File: config.mk
export PLATFORM = sky130hd
export DESIGN_NAME = bfs_visit_order_core
export DESIGN_NICKNAME = d
export VERILOG_FILES = /design/src/bfs_vo_pkg.sv /design/src/bfs_vo_ram.sv /design/src/bfs_visit_order_core.sv
export SDC_FILE = /design/constraint.sdc
export NUM_CORES = 2
export LEC_CHECK = 0
export ABC_CLOCK_PERIOD_IN_PS = 3300
export BUFFER_PORTS_ARGS = -buffer_cell sky130_fd_sc_hd__buf_4
export CORE_UTILIZATION = 30
export DETAILED_ROUTE_END_ITERATION = 16
export PLACE_DENSITY = 0.5
export SLEW_MARGIN = 0
export SYNTH_ARGS = -nofsm -noshare
export SYNTH_HDL_FRONTEND = slang
export SYNTH_HIERARCHICAL = 1
export SYNTH_MEMORY_MAX_BITS = 65536
export SYNTH_SLANG_ARGS = --single-unit
File: constraint.sdc
create_clock -name clk -period 3.3 [get_ports clk]
set_input_delay 0.165 -clock clk [delete_from_list [all_inputs] [get_ports clk]]
set_output_delay 0.165 -clock clk [all_outputs]
set_load 0.01 [all_outputs]
File: src/bfs_vo_pkg.sv
// Shared types and fixed field widths for the breadth-first visit-order core.
`default_nettype none

package bfs_vo_pkg;

  // Fixed payload widths
  localparam int unsigned MODE_W = 2;
  localparam int unsigned IDX_W  = 10;
  localparam int unsigned VAL_W  = 10;
  localparam int unsigned OFF_W  = 10;
  localparam int unsigned NB_W   = 6;
  localparam int unsigned OUT_W  = 6;

  // Request codes
  typedef enum logic [MODE_W-1:0] {
    MODE_LIST_START = 2'd0,
    MODE_NEIGHBOR   = 2'd1,
    MODE_WALK       = 2'd2,
    MODE_CLEAR      = 2'd3
  } mode_t;

  // Walk sequencer states
  typedef enum logic [2:0] {
    ST_IDLE,
    ST_DEQ,
    ST_DEQ_WAIT,
    ST_LS_LO,
    ST_LS_HI,
    ST_SCAN_RD,
    ST_SCAN_CHK,
    ST_EMIT
  } state_t;

endpackage

`default_nettype wire

File: src/bfs_vo_ram.sv
// Generic single-write, single-read RAM with registered read data.
`default_nettype none

module bfs_vo_ram #(
  parameter int unsigned WIDTH = 8,
  parameter int unsigned DEPTH = 64
) (
  input  wire logic                     clk,
  input  wire logic                     we,
  input  wire logic [$clog2(DEPTH)-1:0] waddr,
  input  wire logic [WIDTH-1:0]         wdata,
  input  wire logic [$clog2(DEPTH)-1:0] raddr,
  output logic      [WIDTH-1:0]         rdata
);

  logic [WIDTH-1:0] mem [DEPTH];
  logic [WIDTH-1:0] rdata_r;

  // Write port and registered read port
  always_ff @(posedge clk) begin
    if (we) begin
      mem[waddr] <= wdata;
    end
    rdata_r <= mem[raddr];
  end

  assign rdata = rdata_r;

endmodule

`default_nettype wire

File: src/bfs_visit_order_core.sv
// Top level of the breadth-first visit-order core: loads, walk sequencer, memories.
`default_nettype none

// Breadth-first walk over a graph held as compressed adjacency lists. Mode 0
// writes a list start offset (entry NODES closes the last list), mode 1 writes a
// neighbor into the edge store, mode 3 clears every visited mark, and mode 2
// walks from a start node, sending one result per visited node in visit order
// with out_last set on the final one. Visited marks persist between walks.
// Loads and the clear keep the core idle. A walk holds in_ready low until its
// last result is transferred. Per visited node it dequeues the node, reads both
// list bounds, then reads and checks each edge in turn, and offers the result
// until out_ready takes it: the sequencer reads the queue, the list start table
// and the edge store through one read port each, one access per cycle. Reading
// a list start or edge entry that was never written gives an undefined walk.
module bfs_visit_order_core #(
  parameter int unsigned NODES = 64,
  parameter int unsigned EDGES = 512
) (
  input  wire logic                          clk,
  input  wire logic                          rst_n,
  input  wire logic                          in_valid,
  output logic                               in_ready,
  input  wire logic [bfs_vo_pkg::MODE_W-1:0] in_mode,
  input  wire logic [bfs_vo_pkg::IDX_W-1:0]  in_index,
  input  wire logic [bfs_vo_pkg::VAL_W-1:0]  in_value,
  output logic                               out_valid,
  input  wire logic                          out_ready,
  output logic [bfs_vo_pkg::OUT_W-1:0]       out_visited_node,
  output logic                               out_last
);

  localparam int unsigned NW  = $clog2(NODES);
  localparam int unsigned CW  = $clog2(NODES + 1);
  localparam int unsigned LAW = $clog2(NODES + 1);
  localparam int unsigned EAW = $clog2(EDGES);
  localparam int unsigned OW  = bfs_vo_pkg::OFF_W;

  bfs_vo_pkg::state_t state_r, state_nxt;
  logic [NW-1:0]      node_r, node_nxt;
  logic [OW-1:0]      e_r, e_nxt;
  logic [OW-1:0]      hi_r, hi_nxt;
  logic [CW-1:0]      head_r, head_nxt;
  logic [CW-1:0]      tail_r, tail_nxt;
  logic [NODES-1:0]   visited_r, visited_nxt;

  // Memory ports
  logic                      ls_we;
  logic [LAW-1:0]            ls_raddr;
  logic [OW-1:0]             ls_rdata;
  logic                      nb_we;
  logic [EAW-1:0]            nb_raddr;
  logic [bfs_vo_pkg::NB_W-1:0] nb_rdata;
  logic                      q_we;
  logic [NW-1:0]             q_waddr;
  logic [NW-1:0]             q_wdata;
  logic [NW-1:0]             q_rdata;

  logic        in_xfer;
  logic        nb_ok;
  bfs_vo_pkg::mode_t mode;

  // Saturate an offset to the edge store size
  function automatic logic [OW-1:0] clamp_off(input logic [OW-1:0] off);
    logic [OW-1:0] res;
    res = off;
    if (32'(off) > EDGES) begin
      res = OW'(EDGES);
    end
    return res;
  endfunction

  assign mode    = bfs_vo_pkg::mode_t'(in_mode);
  assign in_xfer = in_valid && in_ready;
  assign nb_ok   = (32'(nb_rdata) < NODES) && !visited_r[NW'(nb_rdata)] &&
                   (32'(tail_r) < NODES);

  // Load writes go straight to the stores
  assign ls_we = in_xfer && (mode == bfs_vo_pkg::MODE_LIST_START) &&
                 (32'(in_index) <= NODES);
  assign nb_we = in_xfer && (mode == bfs_vo_pkg::MODE_NEIGHBOR) &&
                 (32'(in_index) < EDGES);

  bfs_vo_ram #(.WIDTH(OW), .DEPTH(NODES + 1)) u_list_start (
    .clk   (clk),
    .we    (ls_we),
    .waddr (LAW'(in_index)),
    .wdata (in_value),
    .raddr (ls_raddr),
    .rdata (ls_rdata)
  );

  bfs_vo_ram #(.WIDTH(bfs_vo_pkg::NB_W), .DEPTH(EDGES)) u_neighbor (
    .clk   (clk),
    .we    (nb_we),
    .waddr (EAW'(in_index)),
    .wdata (in_value[bfs_vo_pkg::NB_W-1:0]),
    .raddr (nb_raddr),
    .rdata (nb_rdata)
  );

  bfs_vo_ram #(.WIDTH(NW), .DEPTH(NODES)) u_queue (
    .clk   (clk),
    .we    (q_we),
    .waddr (q_waddr),
    .wdata (q_wdata),
    .raddr (head_r[NW-1:0]),
    .rdata (q_rdata)
  );

  // State and walk registers
  always_ff @(posedge clk) begin
    if (!rst_n) begin
      state_r   <= bfs_vo_pkg::ST_IDLE;
      head_r    <= '0;
      tail_r    <= '0;
      visited_r <= '0;
    end else begin
      state_r   <= state_nxt;
      head_r    <= head_nxt;
      tail_r    <= tail_nxt;
      visited_r <= visited_nxt;
    end
    node_r <= node_nxt;
    e_r    <= e_nxt;
    hi_r   <= hi_nxt;
  end

  // Sequencer: next state, memory controls and result channel
  always_comb begin
    state_nxt   = state_r;
    node_nxt    = node_r;
    e_nxt       = e_r;
    hi_nxt      = hi_r;
    head_nxt    = head_r;
    tail_nxt    = tail_r;
    visited_nxt = visited_r;
    in_ready    = 1'b0;
    out_valid   = 1'b0;
    q_we        = 1'b0;
    q_waddr     = tail_r[NW-1:0];
    q_wdata     = NW'(nb_rdata);
    ls_raddr    = LAW'(node_r);
    nb_raddr    = EAW'(e_r);

    unique case (state_r)
      bfs_vo_pkg::ST_IDLE: begin
        in_ready = 1'b1;
        if (in_valid) begin
          if (mode == bfs_vo_pkg::MODE_CLEAR) begin
            visited_nxt = '0;
          end else if ((mode == bfs_vo_pkg::MODE_WALK) && (32'(in_index) < NODES)) begin
            // Seed the queue with the start node
            q_we                        = 1'b1;
            q_waddr                     = '0;
            q_wdata                     = NW'(in_index);
            visited_nxt[NW'(in_index)]  = 1'b1;
            head_nxt                    = '0;
            tail_nxt                    = CW'(1);
            state_nxt                   = bfs_vo_pkg::ST_DEQ;
          end
        end
      end

      bfs_vo_pkg::ST_DEQ: begin
        // Queue read of the head entry is under way
        state_nxt = bfs_vo_pkg::ST_DEQ_WAIT;
      end

      bfs_vo_pkg::ST_DEQ_WAIT: begin
        node_nxt  = q_rdata;
        head_nxt  = head_r + CW'(1);
        ls_raddr  = LAW'(q_rdata);
        state_nxt = bfs_vo_pkg::ST_LS_LO;
      end

      bfs_vo_pkg::ST_LS_LO: begin
        e_nxt     = clamp_off(ls_rdata);
        ls_raddr  = LAW'(32'(node_r) + 1);
        state_nxt = bfs_vo_pkg::ST_LS_HI;
      end

      bfs_vo_pkg::ST_LS_HI: begin
        hi_nxt    = clamp_off(ls_rdata);
        state_nxt = bfs_vo_pkg::ST_SCAN_RD;
      end

      bfs_vo_pkg::ST_SCAN_RD: begin
        // Fetch the next neighbor, or finish the list
        if (e_r < hi_r) begin
          state_nxt = bfs_vo_pkg::ST_SCAN_CHK;
        end else begin
          state_nxt = bfs_vo_pkg::ST_EMIT;
        end
      end

      bfs_vo_pkg::ST_SCAN_CHK: begin
        // Queue and mark a fresh neighbor
        if (nb_ok) begin
          q_we                       = 1'b1;
          visited_nxt[NW'(nb_rdata)] = 1'b1;
          tail_nxt                   = tail_r + CW'(1);
        end
        e_nxt     = e_r + OW'(1);
        state_nxt = bfs_vo_pkg::ST_SCAN_RD;
      end

      bfs_vo_pkg::ST_EMIT: begin
        out_valid = 1'b1;
        if (out_ready) begin
          if (head_r == tail_r) begin
            state_nxt = bfs_vo_pkg::ST_IDLE;
          end else begin
            state_nxt = bfs_vo_pkg::ST_DEQ;
          end
        end
      end

      default: begin
        state_nxt = bfs_vo_pkg::ST_IDLE;
      end
    endcase
  end

  // Result payload: the node just scanned, last when the queue has drained
  assign out_visited_node = bfs_vo_pkg::OUT_W'(node_r);
  assign out_last         = (head_r == tail_r);

endmodule

`default_nettype wire
== Word level (Yosys, flattened, before mapping) ==
Memories as Yosys holds them, arrays and structs flattened. A register that Yosys moved wholly into a read port is not among the register bits.
Index checks and enable logic that the tools add are counted.

* Logic and storage cells: 114
* Register bits after elaboration: 107
* Bits of input ports: 26
* Memories: 3
* Output and inout bits: 9
* Bits in writable memories: 4,106

{| class="wikitable"
|+ Memories
! name !! depth !! bits a word !! read ports !! clocked after Yosys merged registers in !! wr ports !! line !! source
|-
| u_neighbor.mem || 512 || 6 || 1 || 1 || 1 || bfs_vo_ram.sv:16 || <nowiki>logic [WIDTH-1:0] mem [DEPTH];</nowiki>
|-
| u_list_start.mem || 65 || 10 || 1 || 1 || 1 || bfs_vo_ram.sv:16 ||
|-
| u_queue.mem || 64 || 6 || 1 || 1 || 1 || bfs_vo_ram.sv:16 ||
|}

* Magnitude comparators: 10
* Eq/ne operators: 17
* Mux-type cells: 51
* $add $sub $neg: 4
* Reductions and logical operators: 20
* Bitwise gates (word level): 2

{| class="wikitable"
|+ Operators with widths
! cell !! number
|-
| $mux 64 || 4
|-
| $or 64x64->64 || 2
|-
| $pmux 64 s2 || 1
|-
| $mux 7 || 7
|-
| $mux 6 || 8
|-
| $pmux 7 s2 || 3
|-
| $pmux 3 s7 || 1
|-
| $pmux 10 s2 || 1
|-
| $mux 1 || 17
|-
| $add 7x1->7 const B || 2
|-
| $lt 6x7->1 const B || 2
|-
| $demux 1 s6 || 2
|-
| $eq 3x3->1 const B || 4
|-
| $ge 6x1->1 const B || 2
|-
| $mux 3 || 4
|-
| $reduce_and 4->1 || 3
|-
| $add 10x1->10 const B || 1
|-
| $gt 10x10->1 const B || 1
|-
| $le 10x7->1 const B || 1
|-
| $lt 10x10->1 || 1
|-
| $lt 10x10->1 const B || 1
|-
| $lt 10x7->1 const B || 1
|-
| $mux 10 || 1
|-
| $ne 2x2->1 const B || 5
|-
| 17 further kinds || 29
|}

== Depth between registers and ports, before layout ==
* Depth in word-level cells: 9
* Gate-level depth with buffers: 14

== Modules after synthesis ==
The synthesis kept the hierarchy.

{| class="wikitable"
|+ Modules (own cells, without submodules)
! module !! area each (µm²) !! instances !! cells an instance
|-
| bfs_vo_ram (u_neighbor) || 122,457.4 || 1 || 6,231
|-
| bfs_vo_ram (u_list_start) || 25,504.5 || 1 || 1,150
|-
| bfs_vo_ram (u_queue) || 15,225.9 || 1 || 720
|-
| bfs_visit_order_core || 6,432.4 || 1 || 746
|}

== Worst setup path before layout ==
OpenSTA, ideal clock, no wires.

* Path type: register to register
* From: register u_neighbor.rdata_r[0], in the netlist u_neighbor/rdata[0] (read register of u_neighbor.mem)
* To: memory u_queue/mem[48][0] (netlist name) (enable)
* Cell stages (with the launch flop): 11
* Data arrival time: 3.075 ns
* Setup slack: -0.152 ns
* Clock period less this slack: 3.452 ns
* Data required time: 2.923 ns
* Path buffers: 1
* Library setup time: 0.377 ns
* Cell sequence: dfxtp_1 -> buf_6 -> mux4_2 -> nand3_1 -> o211ai_1 -> or4_4 -> nor3_2 -> or2_2 -> nor2b_1 -> nand4b_1 -> nor3_1

* Cells in the longest elaborated chain, start to end: 8

{| class="wikitable"
|+ Ends and longest elaborated chain
! item !! line !! source
|-
| start: declaration || bfs_vo_ram.sv:17 || <nowiki>logic [WIDTH-1:0] rdata_r;</nowiki>
|-
| $bmux 1 s6 || bfs_visit_order_core.sv:74 || <nowiki>assign nb_ok = (32'(nb_rdata) < NODES) && !visited_r[NW'(nb_rdata)] &&</nowiki>
|-
| $mux 1 (implied by the code) || bfs_visit_order_core.sv:74 ||
|-
| $logic_not 1->1 || bfs_visit_order_core.sv:74 ||
|-
| $logic_and 1x1->1 || bfs_visit_order_core.sv:74 ||
|-
| $mux 1 || bfs_visit_order_core.sv:198 || <nowiki>if (nb_ok) begin</nowiki>
|-
| $pmux 1 s2 || bfs_visit_order_core.sv:145 || <nowiki>unique case (state_r)</nowiki>
|-
| net q_we || bfs_visit_order_core.sv:53 || <nowiki>logic q_we;</nowiki>
|-
| $mux 1 || bfs_vo_ram.sv:21 || <nowiki>if (we) begin</nowiki>
|-
| $mux 1 (implied by the code) || bfs_vo_ram.sv:22 || <nowiki>mem[waddr] <= wdata;</nowiki>
|-
| end: declaration || bfs_vo_ram.sv:16 ||
|}

The timed path passes the listed nets, and every way through them passes these cells. The select of a mux whose other input is x is not followed.

==> metrics.md <==
| Metric | Value |
|---|---|
| Critical Path AT | `4.28 ns` |
| Global placement routability congestion | `0.862` |
| Hold crit path type | `input pin to flop` |
| Synthesized cell area | `170,000 µm²` |
| Pwr dens | `568 nW/µm²` |
| Unique cell type count in the Yosys netlist | `102` |
| CP Max Fanout | `24` |
| Avg WL per Cell | `approximately 27 µm` |
| Fin. Hold Viols | `0` |
| CTS tree | `built` |
| Max-slew violations | `0` |
| Max_cap viols | `0` |
| Area growth, synth to finish | `21.0%` |
| CP max stage delay | `0.41 ns` |
| Vias/cell | `5.08` |
| Slew @ Worst Pin | `1.18 ns` |
| Fmax | `0.297 GHz` |
| Fin Clk Skew | `0.0558 ns` |
| Vias in the first global route | `93,900` |
| First-pass GRT wire length | `~690,000 µm` |
| Final ANT Viol Nets | `0` |
| Warnings, synthesis | `6` |
| Share of cells above drive strength 1 | `28.8%` |
| Post-Synthesis Cells | `8,847` |
| H-tree Lvls | `5` |
| Total power | `117 mW` |
| CP endpoint kind | `flop` |
| Crit-path cells | `buf_12 > buf_12 > buf_16 > buf_6 > mux4_2 > o32a_1 > nor2_1 > a2111oi_2 > buf_4 > nand4_1 > buf_4 > nor4_4 > buf_6` |
| Max clock buf depth | `4` |
| DRT Pass-1 Iters | `9` |
| Outcome | `finished with violations` |
| DIE AREA | `568,000 µm²` |
| Crit share post-route | `102%` |
| Routed via count | `92,400` |
| Worst setup margin | `-0.0678 ns` |
| Sequential share of the synthesized area | `roughly three quarters` |
| CP Launch Type | `flop` |
| Routed wire length | `483,000 µm` |
| Synth Net Count | `8,886` |
| Total negative slack | `-0.374 ns` |
| Synth top area share | `73.2%` |
| Largest net degree at the start of global routing | `127` |
| Ports | `35` |
| Congestion Overflow GR | `0` |
| EDFF count, synth | `4,132` |
| Slew headroom | `21.6%` |
| Syn avg cell area | `19.2 µm²` |
| Period minus WS final | `3.37 ns` |
| Crit Path Class | `flop to flop` |
| CP max stage cell | `edfxtp_1` |
| Clock root buffer master | `clkbuf_16` |
| Clock transition at path regs | `0.06 ns` |
| CTS Sinks | `4,235` |
| Required time of the critical path | `4.21 ns` |
| RSZ-0062 raised after global routing | `yes` |
| Async set or reset register ratio after synthesis | `0%` |
| Initial Util | `30.2%` |
| Synth area leaders | `edfxtp_1 73%, mux4_2 8.2%, mux2i_1 3.6%` |
| FP Rows | `275` |
| Antenna violations before repair | `30` |
| GR Util All Layers | `16.4%` |
| Post-DP HPWL | `310,000 µm` |
| Final #Nets | `a little over 10,000` |
| Leakage | `67.3 nW` |
| Post-route insts no fill | `18,200` |
| Setup-failing EPs final | `30` |
| Register bit total from synthesis | `4,235` |
| Die Width | `~750 µm` |
| Failing checks | `setup timing` |
| Clk_lat worst skew | `about 1.0 ns` |
| Drt first-iter violations | `9,663` |
| Number of CTS-inserted buffers | `446` |
| Chip Height | `754 µm` |
| Dpl cells | `between 15,000 and 20,000` |
| Max IR drop VDD | `512 µV` |
| Largest area contributor in the netlist | `edfxtp_1` |
| Core area | `562,000 µm²` |
| Ys flop type | `edfxtp_1` |
| IO Port Bufs | `34` |
| DRC violations left | `0` |
cell usage after synthesis, drive strengths merged (9+ instances only):
library cell	instances
nor2	788
nand3b	18
nor2b	38
a211o	17
and3	24
o221ai	217
a211oi	18
a31oi	19
a22oi	37
o21ai	167
clkbuf	236
ha	13
mux2	67
nor3	146
xor2	12
nand4	37
o22ai	173
nand2b	25
buf	329
a222oi	32
a32oi	13
and3b	13
o22a	19
mux4	767
dfxtp	103
nor4	28
a221oi	48
nor3b	15
a21oi	190
and2	21
nand3	84
inv	21
xnor2	9
mux2i	609
a2111oi	37
or3	11
nand2	199
o31ai	13
edfxtp	4132
or2	10
metrics by stage:
| step | utilization [%] | setup WS (ns) | cell area (µm²) | hold WS [ns] |
|---|---|---|---|---|
| after global placement | 33.6 | -0.408 | 189000 | 0.431 |
| after CTS | 36.4 | -0.0904 | 205000 | 0.0140 |
| after global routing | 36.5 | -0.145 | 205000 | 0.110 |
| after detailed placement | 33.6 | -0.374 | 189000 | 0.429 |
| after floorplan | - | -0.0829 | 170000 | 0.264 |
| final | 36.5 | -0.0678 | 205000 | 0.140 |
area by class of cell:
class / instances / area [µm²]
sequential: 4235 / 126000
antenna: 9 / 22.5
inverter: 22 / 92.6
timing repair buffer: 1592 / 14600
multi-input combinational: 4024 / 40100
tap: 7479 / 9360
clock inverter: 281 / 3140
fill: 51700 / 357000
clock buffer: 543 / 11800
state kept, by name, summed over array words and instances, names as in the netlist:
name                flops
u_list_start/rdata     10
hi_r                   10
u_neighbor/rdata        6
tail_r                  7
visited_r              64
out_visited_node        6
head_r                  7
state_r                 3
e_r                    10
u_queue/rdata           6
u_list_start/mem      650
u_neighbor/mem       3072
u_queue/mem           384
path summary, 6_finish.rpt:
check | depth (start not counted) | slack, ns | start | endpoint
setup / recovery | 13 | -0.07 | e_r[1]$_DFFE_PP_ | u_neighbor/rdata[0]$_DFF_P_
setup reg to reg | 13 | -0.07 | e_r[1]$_DFFE_PP_ | u_neighbor/rdata[0]$_DFF_P_
hold reg to reg | 0 | 0.45 | u_queue/rdata[4]$_DFF_P_ | out_visited_node[4]$_DFFE_PP_
hold / removal | 5 | 0.14 | out_ready | state_r[1]$_SDFFE_PN0P_
critical path: cells and delay by family, from the launching register on:
| family | cells | cell delay (ns) |
|---|---|---|
| flops | 1 | 0.41 |
| buf+inv | 7 | 1.38 |
| compound gates | 2 | 0.52 |
| mux | 1 | 0.26 |
| simple gates | 3 | 0.65 |
report_power, final:
part	total [mW]	switching, mW	internal (mW)
Clock	51.2	21.2	30.0
Sequential	59.3	0.180	59.2
Combinational	5.95	3.59	2.37
Total	117	25.0	91.5
cell usage in the layout, fill, tap and decap left out, types with 139 or more instances in the layout:
| master | netlist | routed |
|---|---|---|
| o221ai_1 | 216 | 205 |
| buf_4 | 28 | 1334 |
| clkbuf_16 | 0 | 460 |
| mux4_2 | 619 | 619 |
| a21oi_1 | 190 | 186 |
| o22ai_1 | 166 | 163 |
| nor2_1 | 788 | 750 |
| edfxtp_1 | 4132 | 4132 |
| nand2_1 | 198 | 182 |
| mux4_1 | 146 | 146 |
| mux2i_1 | 609 | 609 |
| nor3_1 | 145 | 139 |
| buf_12 | 34 | 164 |
per-layer routing:
layer | up-vias | global-route usage [%] | share of wire (%)
li1 | 39700 | - | -
met1 | 48700 | 22.9 | 43
met2 | 3260 | 26.9 | 48
met3 | 713 | 2.25 | 6.2
met4 | 4 | 4.24 | 2.6
met5 | - | 0 | 0.0056
cells by family (layout without fill, tap and decap cells):
logic type	count (synthesis)	after routing	synth area share, %
AO/OA/AOI/OAI	1057	1057	4.42
adder cells (fa/ha/maj)	13	13	0.0959
AND/OR/NAND/NOR	1490	1490	4.01
multiplexers	1443	1443	14.5
other	0	9	0
flip-flops	4235	4235	74.4
buffers and inverters	588	2438	2.45
XOR/XNOR	21	21	0.108
what timing repair did:
item	in CTS	in global routing
gates cloned	2	4
hold buffers	26	0
resized for setup	85	108
hold endpoints to repair	1627	0
pin swaps	8	32
setup buffers	5	22
setup endpoints to repair	394	398
(Power assumes the default switching activity.)
